[src/design/sbl_pkg.sv]
`default_nettype none
package sbl_pkg;
   localparam int MAX_WIDTH  = 1024;
   localparam int MAX_HEIGHT = 4096;
   localparam int COL_W  = $clog2(MAX_WIDTH);
   localparam int ROW_W  = $clog2(MAX_HEIGHT);
   localparam int WREG_W = 11;
   localparam int HREG_W = 13;
   localparam int CSR_W  = 13;
   localparam int PIX_W  = 24;
   localparam int QDEPTH = 4;

   localparam logic REG_FRAME_WIDTH  = 1'b0;
   localparam logic REG_FRAME_HEIGHT = 1'b1;

   localparam logic [WREG_W-1:0] WIDTH_RESET  = WREG_W'(1024);
   localparam logic [HREG_W-1:0] HEIGHT_RESET = HREG_W'(768);

   typedef logic [8:0][PIX_W-1:0] win_type;

   typedef struct packed {
      win_type win;
      logic    last;
      logic    fend;
   } entry_type;

   // Window element [i][j] sits at index 3*i+j; i is the row, j the column.
   function automatic win_type shift_win(input win_type w, input logic [PIX_W-1:0] top,
                                         input logic [PIX_W-1:0] mid,
                                         input logic [PIX_W-1:0] bot);
      win_type r;
      r[0] = w[1]; r[1] = w[2]; r[2] = top;
      r[3] = w[4]; r[4] = w[5]; r[5] = mid;
      r[6] = w[7]; r[7] = w[8]; r[8] = bot;
      return r;
   endfunction
endpackage
`default_nettype wire

[src/design/sbl_back.sv]
`default_nettype none
module sbl_back (
   input  wire logic               clock,
   input  wire logic               reset,
   input  wire sbl_pkg::entry_type head,
   input  wire logic               not_empty,
   output logic                    pop,
   output logic                    rsp_valid,
   input  wire logic               rsp_ready,
   output logic [7:0]              rsp_edge_red,
   output logic [7:0]              rsp_edge_green,
   output logic [7:0]              rsp_edge_blue,
   output logic                    rsp_last_of_run,
   output logic                    rsp_frame_end
);
   import sbl_pkg::*;

   typedef enum logic [2:0] {B_IDLE, B_SQ, B_ROOT, B_DONE} bstate_type;

   bstate_type          state_ff;
   logic [2:0][9:0]     ax_ff, ay_ff;
   logic [2:0][20:0]    s_ff;
   logic [2:0][7:0]     n_ff;
   logic [2:0][15:0]    nn_ff;
   logic [2:0]          big_ff;
   logic [2:0]          bit_ff;
   logic                last_ff, fend_ff;
   logic                valid_ff;
   logic [2:0][7:0]     out_ff;
   logic                olast_ff, ofend_ff;

   logic [2:0][9:0]     ax_c, ay_c;
   logic [2:0][7:0]     t_c, res_c;
   logic [2:0][15:0]    tt_c;
   logic [2:0][15:0]    rem_c;
   logic                out_free;

   always_comb begin
      for (int ch = 0; ch < 3; ch++) begin
         logic [11:0] xp, xn, yp, yn, gx, gy;
         xp = 12'(head.win[2][23-8*ch -: 8]) + {3'b0, head.win[5][23-8*ch -: 8], 1'b0}
              + 12'(head.win[8][23-8*ch -: 8]);
         xn = 12'(head.win[0][23-8*ch -: 8]) + {3'b0, head.win[3][23-8*ch -: 8], 1'b0}
              + 12'(head.win[6][23-8*ch -: 8]);
         yp = 12'(head.win[6][23-8*ch -: 8]) + {3'b0, head.win[7][23-8*ch -: 8], 1'b0}
              + 12'(head.win[8][23-8*ch -: 8]);
         yn = 12'(head.win[0][23-8*ch -: 8]) + {3'b0, head.win[1][23-8*ch -: 8], 1'b0}
              + 12'(head.win[2][23-8*ch -: 8]);
         gx = (xp >= xn) ? xp - xn : xn - xp;
         gy = (yp >= yn) ? yp - yn : yn - yp;
         ax_c[ch] = gx[9:0];
         ay_c[ch] = gy[9:0];
         t_c[ch]  = n_ff[ch] | (8'd1 << bit_ff);
         tt_c[ch] = t_c[ch] * t_c[ch];
         rem_c[ch] = s_ff[ch][15:0] - nn_ff[ch];
         if (big_ff[ch]) res_c[ch] = 8'd255;
         else if (rem_c[ch] > 16'(n_ff[ch]) && n_ff[ch] != 8'd255) res_c[ch] = n_ff[ch] + 1'b1;
         else res_c[ch] = n_ff[ch];
      end
   end

   assign out_free  = !valid_ff || rsp_ready;
   assign pop       = (state_ff == B_IDLE) && not_empty;
   assign rsp_valid = valid_ff;
   assign rsp_edge_red    = out_ff[0];
   assign rsp_edge_green  = out_ff[1];
   assign rsp_edge_blue   = out_ff[2];
   assign rsp_last_of_run = olast_ff;
   assign rsp_frame_end   = ofend_ff;

   always_ff @(posedge clock) begin
      if (reset) begin
         state_ff <= B_IDLE;
         valid_ff <= 1'b0;
         bit_ff   <= '0;
      end else begin
         if (valid_ff && rsp_ready && state_ff != B_DONE) valid_ff <= 1'b0;
         case (state_ff)
            B_IDLE: begin
               if (not_empty) begin
                  ax_ff    <= ax_c;
                  ay_ff    <= ay_c;
                  last_ff  <= head.last;
                  fend_ff  <= head.fend;
                  state_ff <= B_SQ;
               end
            end
            B_SQ: begin
               for (int ch = 0; ch < 3; ch++) begin
                  logic [20:0] sq;
                  sq = 21'(ax_ff[ch]) * 21'(ax_ff[ch]) + 21'(ay_ff[ch]) * 21'(ay_ff[ch]);
                  s_ff[ch]   <= sq;
                  big_ff[ch] <= (sq > 21'd65280);
               end
               n_ff     <= '0;
               nn_ff    <= '0;
               bit_ff   <= 3'd7;
               state_ff <= B_ROOT;
            end
            B_ROOT: begin
               // One result bit per cycle for each channel, most significant first.
               for (int ch = 0; ch < 3; ch++) begin
                  if (21'(tt_c[ch]) <= s_ff[ch]) begin
                     n_ff[ch]  <= t_c[ch];
                     nn_ff[ch] <= tt_c[ch];
                  end
               end
               bit_ff <= bit_ff - 1'b1;
               if (bit_ff == '0) state_ff <= B_DONE;
            end
            B_DONE: begin
               // A response leaving in this cycle frees the output register.
               if (out_free) begin
                  out_ff   <= res_c;
                  olast_ff <= last_ff;
                  ofend_ff <= fend_ff;
                  valid_ff <= 1'b1;
                  state_ff <= B_IDLE;
               end
            end
            default: state_ff <= B_IDLE;
         endcase
      end
   end
endmodule
`default_nettype wire

[config.mk]
export PLATFORM = sky130hd
export DESIGN_NAME = sbl_back
export DESIGN_NICKNAME = d
export VERILOG_FILES = /design/src/design/sbl_pkg.sv /design/src/design/sbl_back.sv
export SDC_FILE = /design/constraint.sdc
export NUM_CORES = 2
export LEC_CHECK = 0
export BUFFER_PORTS_ARGS = -buffer_cell sky130_fd_sc_hd__buf_2
export CORE_ASPECT_RATIO = 1.25
export CORE_UTILIZATION = 50
export DETAILED_ROUTE_END_ITERATION = 8
export PLACE_DENSITY = 0.78
export SYNTH_ARGS = -nofsm -noshare
export SYNTH_HDL_FRONTEND = slang
export SYNTH_SLANG_ARGS = --single-unit
[constraint.sdc]
create_clock -name clock -period 7.2 [get_ports clock]
set_input_delay 1.8 -clock clock [delete_from_list [all_inputs] [get_ports clock]]
set_output_delay 1.8 -clock clock [all_outputs]
set_load 0.01 [all_outputs]
==> summary.md <==
| Metric | Value |
|---|---|
| Routed wire length | between 90 and 100 mm |
| Chip height | between 300 and 400 um |
| # rows | about 120 |
| Core area | 87400 um^2 |
| WP data required | 7.55 ns |
| Number of CTS-inserted buffers | 28 |
| Setup CP Type | flop to flop |
| Slew Limit Fails | 0 |
| CP max-delay cell | fa_1 |
| Full die area | about 90000 um^2 |
| Final instance area | about 48000 um^2 |
| Clk buf depth | 3 |
| Tcrit/Tclk final | 0.968 |
| First-pass iteration count of the detailed router | 7 |
| CTS root buf | clkbuf_16 |
| Wire length per cell | approximately 15 um |
| Synth unique cells | 86 |
| Syn Std Cell Area | around 44000 um^2 |
| Hold violation total from the final report | 0 |
| Count of flip-flops with a built-in enable after synthesis | between 200 and 250 |
| Top cell by count, worst path | fa_1 |
| Setup violations, final | 0 |
| Top_reg_cell synth | edfxtp_1 |
| Area post-placement | roughly 47000 um^2 |
| Placed wire-length estimate | 80.7 mm |
| Most frequent cell after synthesis | inv_1 |
| TritonCTS clock tree | done |
| Async set or reset register ratio after synthesis | 0 |
| DRC violations left | 0 |
| Register area share after synthesis | 0.152 |
| Layout Skew | roughly 0.039 ns |
| Yosys reg bits | between 200 and 250 |
| Starting DRT DRC Count | around 1700 |
| First-pass GRT wire length | about 160 mm |
| Post-synthesis cell count | around 4700 |
| Vias per inst | 5.30 |
| Relative slew slack | 0.425 |
| Starting density of the core | 0.506 |
| Worst-Margin Slew | ~0.86 ns |
| Peak Freq | about 140 MHz |
| Ports | 250 |
| Worst-path maximum fanout | 7 |
| NumNets Final | ~6400 |
| Synth top area share | 0.260 |
| Crit path arrival time | around 7.3 ns |
| Synth area leaders | fa_1 (26%), ha_1 (20%), edfxtp_1 (15%), inv_1 (8.4%), xnor2_1 (4.1%) |
| GP Congestion | between 0.9 and 1 |
| Ant diodes | 0 |
| Clk_lat worst skew | between 0.6 and 0.7 ns |
| Pin count of the biggest net entering global routing | 67 |
| Die width | between 200 and 300 um |
| Avg Inst Size Synth | about 9.4 um^2 |
| Syn_nets | slightly above 6000 |
| Tmin final | about 7.0 ns |
| Hold Path Class | flop to flop |
| Area leader, netlist | fa_1 |
| Crit path cell chain | buf_4 > and2_1 > fa_1 > ha_1 > inv_1 > fa_1 > fa_1 > inv_1 > fa_1 > fa_1 > inv_1 > fa_1 > inv_1 > ha_1 > nand3_1 > o2111ai_1 > a21oi_2 > o21ai_0 > xor2_1 > and3_1 > and4_1 > a311o_1 > or4_1 |
| Crit start category | flop |
| Crit-path max cell delay | roughly 0.56 ns |
| GRT overflow | 0 |
| Global router's overall resource usage | 0.216 |
| Vias in the first global route | 33900 |
| # clock sinks | roughly 230 |
| CP endpoint kind | flop |
| Detail Route Antenna Nets | 0 |
| Commonest cells in the synthesized netlist | inv_1 (991), ha_1 (698), fa_1 (573), nand2_1 (243), nor2_1 (243) |
| Vias | between 30000 and 40000 |
| Synth-to-Final Area Change | 8.69% |
| Number of max-cap violations | 0 |
| Port buffer count | ~230 |
| Status | finished clean |
| Initial antenna violation count | 0 |
| CTS clk-pin slew, worst paths | around 0.060 ns |
| CTS H-Tree Depth | 1 |
| Core Util, Final | 0.550 |
| Layout cells sized above 1 | 0.0895 |
| Synth warn | 0 |
what timing repair did:
action	4_1_cts	5_1_grt
resized for setup	0	15
buffers inserted	0	2
hold buffers	0	0
setup endpoints to repair	0	70
hold endpoints to repair	0	0
final timing paths:
path / to / cells past startpoint / slack, ns / from
worst max-delay path: big_ff[0]$_DFFE_PP_ / 23 / 0.23 / ax_ff[1]$_DFFE_PP_
worst min register to register: rsp_last_of_run$_DFFE_PP_ / 0 / 0.42 / last_ff$_DFFE_PP_
worst min-delay path: rsp_last_of_run$_DFFE_PP_ / 0 / 0.42 / last_ff$_DFFE_PP_
worst max register to register: big_ff[0]$_DFFE_PP_ / 23 / 0.23 / ax_ff[1]$_DFFE_PP_
sequential cells by signal, summed over array words and instances (netlist names):
signal           flops
bit_ff               3
rsp_edge_red         8
n_ff                21
state_ff             2
s_ff                63
rsp_last_of_run      1
rsp_edge_green       8
fend_ff              1
ay_ff               30
rsp_frame_end        1
last_ff              1
rsp_valid            1
ax_ff               30
big_ff               3
rsp_edge_blue        8
nn_ff               45
metrics by stage:
stage,TNS [ns],instances,worst slack (ns),hold WS (ns)
6_report,0,6128,0.234,0.415
2_1_floorplan,0,4703,0.126,0.400
4_1_cts,0,6126,0.0926,0.417
5_1_grt,-0.00710,6128,-0.00710,0.434
3_5_place_dp,0,6076,0.128,0.405
3_3_place_gp,0,6076,0.236,0.401
routing by layer:
metal,track usage,share of wire
met5,0,0
met2,0.396,0.52
met1,0.263,0.42
met3,0.0170,0.034
met4,0.0720,0.033
cells by family (layout without fill, tap and decap cells):
family	Yosys count	in the layout	synth area share
adders and majority gates	1271	1271	0.457
buffers and inverters	1089	1346	0.0928
and+or+nand+nor	1074	1074	0.124
AOI/OAI and AO/OA	684	684	0.100
xor gates and xnor gates	278	278	0.0551
DFF	226	226	0.152
muxes	79	79	0.0186
other	2	2	0.000170
placed cells by master, fill, tap and decap left out, types with 79 or more instances in the layout:
cell type / Yosys / final
inv_1: 991 / 991
and2_1: 166 / 166
nor2b_1: 88 / 83
a21o_1: 86 / 86
nand2_1: 243 / 243
buf_2: 4 / 225
nor2_1: 243 / 240
a21oi_1: 227 / 223
buf_4: 0 / 79
fa_1: 573 / 573
o21ai_0: 113 / 113
xnor2_1: 207 / 207
edfxtp_1: 220 / 220
ha_1: 698 / 697
worst max-delay path: cells and delay by family (launching register included):
family	cells	cell delay, ns
compound gates	4	1.00
xor+xnor	1	0.11
fa+ha+maj	8	3.61
buf+inv	5	0.43
flops	1	0.51
simple gates	5	1.06
area by class of cell:
class	instances	area [um^2]
multi-input combinational	3388	33500
tap	1168	1460
clock buffer	29	704
fill	7555	39300
clock inverter	21	211
sequential	226	6730
timing repair buffer	305	1740
inverter	991	3720
Power is not shown: default switching activity piles up to over one toggle a cycle in this logic, so the estimate is an artifact.
