File: config.mk
export PLATFORM = sky130hd
export DESIGN_NAME = sbl_queue
export DESIGN_NICKNAME = d
export VERILOG_FILES = /design/src/design/sbl_pkg.sv /design/src/design/sbl_queue.sv
export SDC_FILE = /design/constraint.sdc
export NUM_CORES = 1
export LEC_CHECK = 0
export ABC_AREA = 1
export BUFFER_PORTS_ARGS = -buffer_cell sky130_fd_sc_hd__buf_2
export CORE_AREA = 5 5 255 381
export CTS_CLUSTER_SIZE = 40
export DETAILED_ROUTE_END_ITERATION = 10
export DIE_AREA = 0 0 260 386
export PLACE_DENSITY = 0.7
export SYNTH_ARGS = -nofsm -noshare
export SYNTH_HDL_FRONTEND = slang
export SYNTH_SLANG_ARGS = --single-unit
File: constraint.sdc
create_clock -name clock -period 5.8 [get_ports clock]
set_input_delay 0.58 -clock clock [delete_from_list [all_inputs] [get_ports clock]]
set_output_delay 0.58 -clock clock [all_outputs]
set_load 0.01 [all_outputs]
File: src/design/sbl_pkg.sv
`default_nettype none
package sbl_pkg;
   localparam int MAX_WIDTH  = 1024;
   localparam int MAX_HEIGHT = 4096;
   localparam int COL_W  = $clog2(MAX_WIDTH);
   localparam int ROW_W  = $clog2(MAX_HEIGHT);
   localparam int WREG_W = 11;
   localparam int HREG_W = 13;
   localparam int CSR_W  = 13;
   localparam int PIX_W  = 24;
   localparam int QDEPTH = 4;

   localparam logic REG_FRAME_WIDTH  = 1'b0;
   localparam logic REG_FRAME_HEIGHT = 1'b1;

   localparam logic [WREG_W-1:0] WIDTH_RESET  = WREG_W'(1024);
   localparam logic [HREG_W-1:0] HEIGHT_RESET = HREG_W'(768);

   typedef logic [8:0][PIX_W-1:0] win_type;

   typedef struct packed {
      win_type win;
      logic    last;
      logic    fend;
   } entry_type;

   // Window element [i][j] sits at index 3*i+j; i is the row, j the column.
   function automatic win_type shift_win(input win_type w, input logic [PIX_W-1:0] top,
                                         input logic [PIX_W-1:0] mid,
                                         input logic [PIX_W-1:0] bot);
      win_type r;
      r[0] = w[1]; r[1] = w[2]; r[2] = top;
      r[3] = w[4]; r[4] = w[5]; r[5] = mid;
      r[6] = w[7]; r[7] = w[8]; r[8] = bot;
      return r;
   endfunction
endpackage
`default_nettype wire

File: src/design/sbl_queue.sv
`default_nettype none
module sbl_queue (
   input  wire logic               clock,
   input  wire logic               reset,
   input  wire logic               push,
   input  wire sbl_pkg::entry_type push_data,
   input  wire logic               pop,
   output sbl_pkg::entry_type      head,
   output logic                    not_empty,
   output logic                    room2
);
   import sbl_pkg::*;
   localparam int PW = $clog2(QDEPTH);

   entry_type             mem_ff [QDEPTH];
   logic [PW-1:0]         wr_ff, wr_in, rd_ff, rd_in;
   logic [PW:0]           cnt_ff, cnt_in;

   always_comb begin
      wr_in  = push ? wr_ff + 1'b1 : wr_ff;
      rd_in  = pop ? rd_ff + 1'b1 : rd_ff;
      cnt_in = cnt_ff + (PW+1)'(push) - (PW+1)'(pop);
   end

   always_ff @(posedge clock) begin
      if (reset) begin
         wr_ff  <= '0;
         rd_ff  <= '0;
         cnt_ff <= '0;
      end else begin
         wr_ff  <= wr_in;
         rd_ff  <= rd_in;
         cnt_ff <= cnt_in;
      end
   end

   always_ff @(posedge clock) begin
      if (push) begin
         mem_ff[wr_ff] <= push_data;
      end
   end

   assign head      = mem_ff[rd_ff];
   assign not_empty = (cnt_ff != '0);
   assign room2     = (cnt_ff <= (PW+1)'(QDEPTH-2));
endmodule
`default_nettype wire

==> results of run 1 <==
==> state kept, by name, indices dropped and copies added, names as in the netlist, named ones only <==
register / count
mem_ff: 872
cnt_ff: 3
rd_ff: 2
wr_ff: 2
==> worst paths after layout <==
path           startpoint             to  slack (ns)  depth (start not counted)
max                  flop       head[94]        1.86                          4
min          push_data[1]   mem_ff[3][1]        0.14                          1
max reg2reg      wr_ff[0]  mem_ff[0][50]        3.38                          5
min reg2reg      rd_ff[1]           flop        0.50                          2
==> worst max-delay path: stages (launching register included) <==
cell and delay (ns):
dfxtp_4 1.00, buf_12 0.49, nand3_1 0.43, nand2_1 0.17, buf_2 0.14
==> power by group through the flow <==
stage	Combinational (µW)	Clock (µW)	Sequential (µW)
2_1_floorplan	826	0	7520
3_3_place_gp	1410	0	7490
3_5_place_dp	1440	0	7500
4_1_cts	1450	5560	7370
5_1_grt	1590	5820	7380
6_report	1420	5410	7370
==> routing by layer <==
metal / share of wire (%) / global-route usage [%]
met5: 0.24 / 0
met4: 3.1 / 6.49
met3: 9.2 / 5.39
met2: 49 / 28.1
met1: 39 / 19.2
==> cell type report <==
class	instances	area, µm²
diodes	22	55.1
inverters	889	3380
fillers	8342	50700
well taps	1260	1580
repair buffers	463	2480
multi-input cells	1559	6490
clock buffers	103	2220
clock inverters	53	507
flip-flops and latches	881	26400
==> synth_stat cells, drive strengths merged <==
cell type     n
nand3       438
dfxtp         9
edfxtp      872
nand2      1099
xnor2         1
buf         130
o21ai         2
ha            7
clkbuf       15
a21oi         1
nor2          9
o21bai        1
fa            1
inv         889
==> per-stage QoR <==
| stage | utilization [%] | setup WS (ns) |
|---|---|---|
| floorplan | - | 0.434 |
| global placement | 43.0 | 2.62 |
| detailed placement | 43.0 | 2.67 |
| CTS | 45.9 | 1.92 |
| global route | 45.9 | 1.81 |
| finish | 46.0 | 1.86 |
==> cell families after synthesis <==
group / Yosys count / synth area share [%]
adder cells (fa/ha/maj): 8 / 0.291
AND/OR/NAND/NOR: 1546 / 17.2
flip-flops: 881 / 71.4
AO/OA/AOI/OAI: 4 / 0.0610
buffers and inverters: 1034 / 11.0
XOR/XNOR: 1 / 0.0237
==> run_results.csv, run 1 <==
group,metric,value,unit
run_status,status,"finished, final reports clean",
placement,globalplace.congestion,0.772,
power,switching_share,23.7,%
clock_tree,cts_tree,"built",
power,seq_power_share,51.9,%
grt,grt_max_degree,159,
worst_setup_path,required,5.22,ns
placement,placed_area,0.0403,mm²
logic_synthesis,syn-num-nets,3704,
clock_tree,clk_latency,0.66,ns
drt,vias,23800,
logic_synthesis,synthTopCellsByArea,"edfxtp_1, nand2_1, inv_1, nand3_1, buf_2",
timing,period_needed,3.94,ns
logic_synthesis,ys_ff_latch,881,
power,switchingPower,3370,µW
logic_synthesis,synth_seq_area_share,71.4,%
timing,finalHoldViolCount,0,
clock_tree,cts_resized,0,
logic_synthesis,synth_top_cell_area_share,70.9,%
clock_tree,ctsHtreeMaxLevel,3,
timing,clock.fmax,0.254,GHz
power,power,14200,µW
worst_setup_path,worstSetupPathType,"flop to output pin",
logic_synthesis,syn_inst,3474,
logic_synthesis,synth_area,0.0369,mm²
clock_tree,postCtsHoldBufs,0,
power,worst_ir_drop_vdd,0.306,mV
timing,fin_skew,0.0186,ns
worst_setup_path,cp-start-kind,"flop",
floorplanning,die_h,386,µm
grt,grt_pass1_vias,23800,
logic_synthesis,ys_warn_count,0,
timing,slew_violations,0,
clock_tree,postCtsSetupBuffers,0,
grt,grt.total_usage,16.4,%
floorplanning,num_rows,138,
drt,vias_per_cell,4.55,
logic_synthesis,yosysTopAreaCell,"edfxtp_1",
clock_tree,ctsRootBufferMaster,"clkbuf_16",
floorplanning,ios,442,
clock_tree,cts_inserted_buffers,84,
hold_path,hold_path.class,"input port to flop",
cells_and_area,final_layout_size_suffix_gt1_share,15.0,%
drt,wl_per_cell,16.2,µm
drt,drc,0,
placement,io_buffers,441,
power,p_per_area,329,mW/mm²
placement,place_hpwl,50100,µm
drt,drt_iter0_drc,1510,
cells_and_area,final_cell_mix,"nand2_1, inv_1, edfxtp_1, buf_2, nand3_1",
cells_and_area,final_cell_area,0.0431,mm²
drt,finalWirelength,84600,µm
worst_setup_path,endpoint_kind,"output pin",
power,power_frac_clock,38.1,%
floorplanning,fp.coreArea,0.0938,mm²
timing,hold-worst-slack,0.135,ns
floorplanning,start_util,39.4,%
grt,antenna_found_initial,38,
drt,drtAntennaViolNets,0,
timing,period_share,68.0,%
timing,finalSetupViolations,0,
clock_tree,clk_pin_slew,0.07,ns
cells_and_area,final_common_cell,"nand2_1",
power,pwr-share-comb,10.0,%
floorplanning,die_area,0.100,mm²
worst_setup_path,crit_path_max_fanout,153,
clock_tree,cts_buffer_depth,3,
grt,gr-total-overflow,0,
grt,grt_pass1_wl,129000,µm
timing,tightest_slew,1.28,ns
timing,rsz0062_at_grt,"no",
logic_synthesis,avgSynthCellArea,10.6,µm²
cells_and_area,final_cells,5230,
drt,drt_pass1_iterations,5,
placement,place_inst,5052,
clock_tree,cts_sinks,881,
job,max-cap-violations,0,
cells_and_area,areaGrowthSynthToFinish,16.7,%
worst_setup_path,arrival,3.36,ns
power,leakagePower,0.0198,µW
cells_and_area,final_nets,4108,
timing,max_slew_margin,14.4,%
power,p_int,10800,µW
floorplanning,die_x,260,µm
timing,fin_tns_setup,0,ns
logic_synthesis,ys_types,18,
Note: power is estimated with default switching activity, not from simulation.
==> inputs of run 2 (changes only) <==
Clock period 5.8 ns to 4 ns, I/O delays scaled along.
==> run 2 against run 1 <==
Clock power grew 40%. Die area unchanged. Cell count grew 4.1%. Sequential cell count did not move. Wire length up 1.9%. Combinational power grew 63%. Clock skew is 0.014 ns higher. Global-route usage increased by 0.46 points. Worst hold slack lost 0.047 ns. Sequential share of layout area decreased by 3.1 points. Via count is 4.5% higher. Core utilization rose by 2.4 points. Largest power group unchanged.
==> run_results.csv, run 2 (synthesis results as in run 1) <==
group,metric,value,unit
timing,period_share,80.3,%
grt,grt.total_usage,16.9,%
job,max-cap-violations,0,
drt,drt_iter0_drc,1467,
placement,pre_cts_ws,1.43,ns
timing,max_slew_margin,24.6,%
power,leakagePower,0.0207,µW
drt,drt_pass1_iterations,5,
cells_and_area,largest_reg_flops,872,
timing,tightest_slew,1.13,ns
drt,finalWirelength,86300,µm
worst_setup_path,worstSetupPathType,"flop to output pin",
drt,wl_met3,7210,µm
placement,place_hpwl,49700,µm
drt,vias_per_cell,4.56,
clock_tree,cts_tree,"built",
timing,finalHoldViolCount,0,
floorplanning,fp.coreArea,0.0938,mm²
timing,fin_tns_setup,0,ns
floorplanning,ios,442,
worst_setup_path,r2r_start,"wr_ff[0]",
clock_tree,ctsHtreeMaxLevel,3,
worst_setup_path,arrival,2.81,ns
drt,wl_per_cell,15.8,µm
cells_and_area,final_cell_mix,"nand2_1, inv_1, edfxtp_1, buf_2, nand3_1",
drt,wl_met2,43800,µm
floorplanning,die_h,386,µm
clock_tree,cts_inserted_buffers,83,
run_status,status,"finished, final reports clean",
timing,rsz0062_at_grt,"no",
grt,grt_max_degree,184,
worst_setup_path,crit_path_max_fanout,114,
hold_path,hold_path.class,"input port to flop",
worst_setup_path,r2r_slack,1.51,ns
drt,drtAntennaViolNets,0,
clock_tree,cts_buffer_depth,3,
floorplanning,die_x,260,µm
timing,slew_violations,0,
floorplanning,die_area,0.100,mm²
grt,gr-total-overflow,0,
timing,finalSetupViolations,0,
grt,grt_pass1_vias,25400,
floorplanning,start_util,39.4,%
cells_and_area,largestRegisters,"mem_ff x872, cnt_ff x3",
cells_and_area,areaGrowthSynthToFinish,22.9,%
grt,antenna_found_initial,9,
drt,vias,24900,
clock_tree,cts_resized,0,
power,p_per_area,453,mW/mm²
grt,grt_pass1_wl,135000,µm
clock_tree,ctsRootBufferMaster,"clkbuf_16",
worst_setup_path,endpoint_kind,"output pin",
power,power,20500,µW
placement,io_buffers,441,
floorplanning,num_rows,138,
timing,hold-worst-slack,0.0883,ns
clock_tree,cts_sinks,881,
cells_and_area,final_layout_size_suffix_gt1_share,14.7,%
hold_path,hold_start,"pop",
worst_setup_path,required,3.60,ns
clock_tree,clk_latency,0.65,ns
clock_tree,clk_pin_slew,0.06,ns
timing,clock.fmax,0.311,GHz
cells_and_area,fill_cells,8075,
worst_setup_path,cp-start-kind,"flop",
drt,wl_met1,33300,µm
drt,drc,0,
timing,fin_skew,0.0329,ns
cells_and_area,final_nets,4346,
cells_and_area,final_common_cell,"nand2_1",
timing,period_needed,3.21,ns
placement,globalplace.congestion,0.754,
timing,setup_ws,0.787,ns
power,worst_ir_drop_vdd,0.451,mV
cells_and_area,largest_register,"mem_ff",
cells_and_area,final_util,48.4,%
drt,top_layer_used,"met5",
run 2: final cells by class:
| type | count | area, µm² | share of cell area (%) |
|---|---|---|---|
| inverter | 889 | 3370 | 7.42 |
| clock buffer | 103 | 2190 | 4.84 |
| sequential | 881 | 26400 | 58.2 |
| antenna | 7 | 17.5 | 0.0386 |
| tap | 1260 | 1580 | 3.48 |
| clock inverter | 45 | 399 | 0.880 |
| timing repair buffer | 702 | 4910 | 10.8 |
| multi-input combinational | 1559 | 6500 | 14.3 |
run 2: layer usage:
metal / global-route usage, % / up-vias
li1: - / 12100
met1: 19.9 / 11700
met2: 30.5 / 874
met3: 4.05 / 124
met4: 5.28 / 4
met5: 0 / -
run 2: final timing paths:
check | end | depth (start not counted)
worst min-delay path | flop | 4
worst max register to register | mem_ff[2][169] | 6
worst min register to register | flop | 2
worst max-delay path | head[45] | 6
run 2: where the power goes:
part,switching (µW),leakage [µW],total [µW],internal [µW]
Sequential,98.9,0.00809,10700,10600
Combinational,1500,0.0113,2320,818
Clock,3320,0.00126,7560,4240
run 2: per-stage QoR:
stage,cells,cell area (µm²)
detailed placement,5072,40500
global placement,5072,40500
floorplan,3474,36900
finish,5446,45300
CTS,5439,45300
global route,5446,45300
run 2: critical path, stage by stage (launching register included):
cell and delay (ns):
dfxtp_4 0.51, inv_8 0.51, buf_4 0.53, nand2_1 0.15, nand3_1 0.13, nand2_1 0.07
buf_2 0.14
run 2: repair_timing:
action,4_1_cts,5_1_grt
hold buffers,219,0
setup buffers,0,0
hold endpoints to repair,875,0
==> inputs of run 3 (changes only) <==
Clock period 4 ns to 3.16 ns, I/O delays scaled along.
==> run 3 against run 2 <==
Worst setup slack lost 0.35 ns. Critical path depth is the same. Largest cell class unchanged. Design area grew 0.66%. Core utilization grew 0.32 points. Sequential cell count is the same. Global-route usage shrank 0.15 points. Largest power group unchanged. Highest routed layer unchanged. Sequential power grew 26%. Cell count grew 0.31%.
==> run_results.csv, run 3 (synthesis results as in run 1) <==
group,metric,value,unit
hold_path,min_path_cells,2,
worst_setup_path,arrival,2.40,ns
hold_path,hold_start,"push_data[76]",
timing,period_share,86.0,%
grt,gr-total-overflow,0,
cells_and_area,final_cell_area,0.0456,mm²
clock_tree,cts_tree,"built",
floorplanning,start_util,39.4,%
cells_and_area,largest_reg_flops,872,
worst_setup_path,cp-start-kind,"flop",
job,max-cap-violations,0,
clock_tree,ctsHtreeMaxLevel,3,
cells_and_area,regArea,0.0264,mm²
clock_tree,cts_resized,0,
cells_and_area,fill_cells,7993,
floorplanning,num_rows,138,
worst_setup_path,worstSetupPathType,"flop to output pin",
clock_tree,cts_buffer_depth,3,
drt,drt_iter0_drc,1597,
timing,period_needed,2.72,ns
cells_and_area,areaGrowthSynthToFinish,23.7,%
cells_and_area,largestRegisters,"mem_ff x872, cnt_ff x3",
worst_setup_path,r2r_slack,1.27,ns
grt,antenna_found_initial,13,
worst_setup_path,cpPeakStageDelay,0.40,ns
timing,slew_violations,0,
worst_setup_path,slowest_stage,"inv_8",
power,worst_ir_drop_vdd,0.535,mV
placement,placed_area,0.0407,mm²
timing,fin_skew,0.0235,ns
timing,tightest_slew,0.865,ns
floorplanning,die_h,386,µm
grt,grt.total_usage,16.7,%
clock_tree,postCtsSetupBuffers,0,
timing,max_slew_margin,42.4,%
floorplanning,die_x,260,µm
hold_path,hold_path.class,"input port to flop",
run_status,status,"finished, final reports clean",
placement,io_buffers,441,
clock_tree,clk_pin_slew,0.06,ns
power,leakagePower,0.0208,µW
worst_setup_path,required,2.84,ns
timing,rsz0062_at_grt,"no",
worst_setup_path,crit_chain,"inv_8 -> buf_12 -> nand2_1 -> nand3_1 -> nand2_1 -> buf_2",
grt,grt_max_degree,162,
placement,place_hpwl,51800,µm
floorplanning,ios,442,
drt,drt_pass1_iterations,5,
drt,drtAntennaViolNets,0,
cells_and_area,largest_register,"mem_ff",
timing,finalSetupViolations,0,
cells_and_area,final_cells,5463,
worst_setup_path,crit_top_cell,"nand2_1",
worst_setup_path,crit_path_max_fanout,84,
cells_and_area,final_layout_size_suffix_gt1_share,15.1,%
hold_path,min_to,"mem_ff[2][76]",
worst_setup_path,rr_endpoint,"mem_ff[0][138]",
placement,place_inst,5082,
cells_and_area,final_common_cell,"nand2_1",
drt,wl_per_cell,15.8,µm
cells_and_area,final_nets,4359,
placement,globalplace.congestion,0.799,
clock_tree,clk_latency,0.67,ns
clock_tree,ctsRootBufferMaster,"clkbuf_16",
grt,grt_pass1_wl,133000,µm
grt,grt_pass1_vias,24800,
floorplanning,fp.coreArea,0.0938,mm²
cells_and_area,multi_input_area,0.00650,mm²
drt,finalWirelength,86500,µm
cells_and_area,final_util,48.7,%
clock_tree,cts_inserted_buffers,84,
timing,setup_ws,0.442,ns
placement,pre_cts_ws,1.11,ns
drt,vias_per_cell,4.54,
drt,vias,24800,
timing,clock.fmax,0.368,GHz
floorplanning,die_area,0.100,mm²
worst_setup_path,endpoint_kind,"output pin",
drt,drc,0,
timing,fin_tns_setup,0,ns
cells_and_area,final_cell_mix,"nand2_1, inv_1, edfxtp_1, buf_2, nand3_1",
worst_setup_path,reg2regPathDepth,6,
power,p_per_area,576,mW/mm²
timing,finalHoldViolCount,0,
worst_setup_path,r2r_start,"wr_ff[0]",
clock_tree,cts_sinks,881,
==> run 3: cell count changes in the layout (fill, tap and decap cells not counted), sizes merged <==
cell | before | now
inv | 888 | 892
clkbuf | 103 | 99
bufinv | 5 | 7
dlygate4sd3 | 219 | 221
clkinvlp | 7 | 8
clkinv | 34 | 31
buf | 483 | 493
diode | 7 | 12
==> run 3: per-stage QoR <==
| stage | hold WS (ns) | power, µW |
|---|---|---|
| after floorplan | 0.383 | 15300 |
| after global placement | 0.471 | 16400 |
| after detailed placement | 0.503 | 16500 |
| after CTS | 0.320 | 26500 |
| after global routing | 0.368 | 27300 |
| final | 0.395 | 26300 |
==> run 3: critical path: cells and delay by family, from the launching register on <==
kind,cells,cell delay (ns)
buffers and inverters,3,0.93
DFF,1,0.39
and+or+nand+nor,3,0.34
==> run 3: timing repair <==
item,in CTS,in global routing
endpoints found under the setup margin,0,0
hold buffers,221,0
hold endpoints to repair,881,0
==> run 3: report_power, final <==
part	internal, µW	switching [µW]	total, µW
logic	1050	1910	2960
registers	13400	118	13500
clock network	5550	4260	9820
total	20000	6290	26300
==> run 3: worst max-delay path by stage <==
stage                     startpoint      endpoint  slack [ns]  cells after the start
after floorplan             wr_ff[0]  mem_ff[0][0]       -1.10                      4
after global placement          flop      head[36]        1.12                      6
after detailed placement        flop     head[178]        1.11                      5
after CTS                       flop     head[178]        0.38                      5
after global routing            flop     head[167]        0.30                      6
final                           flop      head[68]        0.44                      6
==> run 3: metal layers <==
metal	wire length, µm	up-vias	global-route usage [%]	part of all wire [%]
met5	13	-	0	0.015
met3	6680	132	3.91	7.7
met1	33800	11700	19.7	39
li1	-	12100	-	-
met2	44000	853	30.0	51
met4	2080	2	5.76	2.4
==> run 3: cell type report <==
cell class	instances	share of cell area, %
multi-input combinational	1559	14.3
tap	1260	3.45
clock inverter	49	1.11
timing repair buffer	714	11.2
sequential	881	57.8
clock buffer	99	4.77
antenna	12	0.0658
inverter	889	7.38
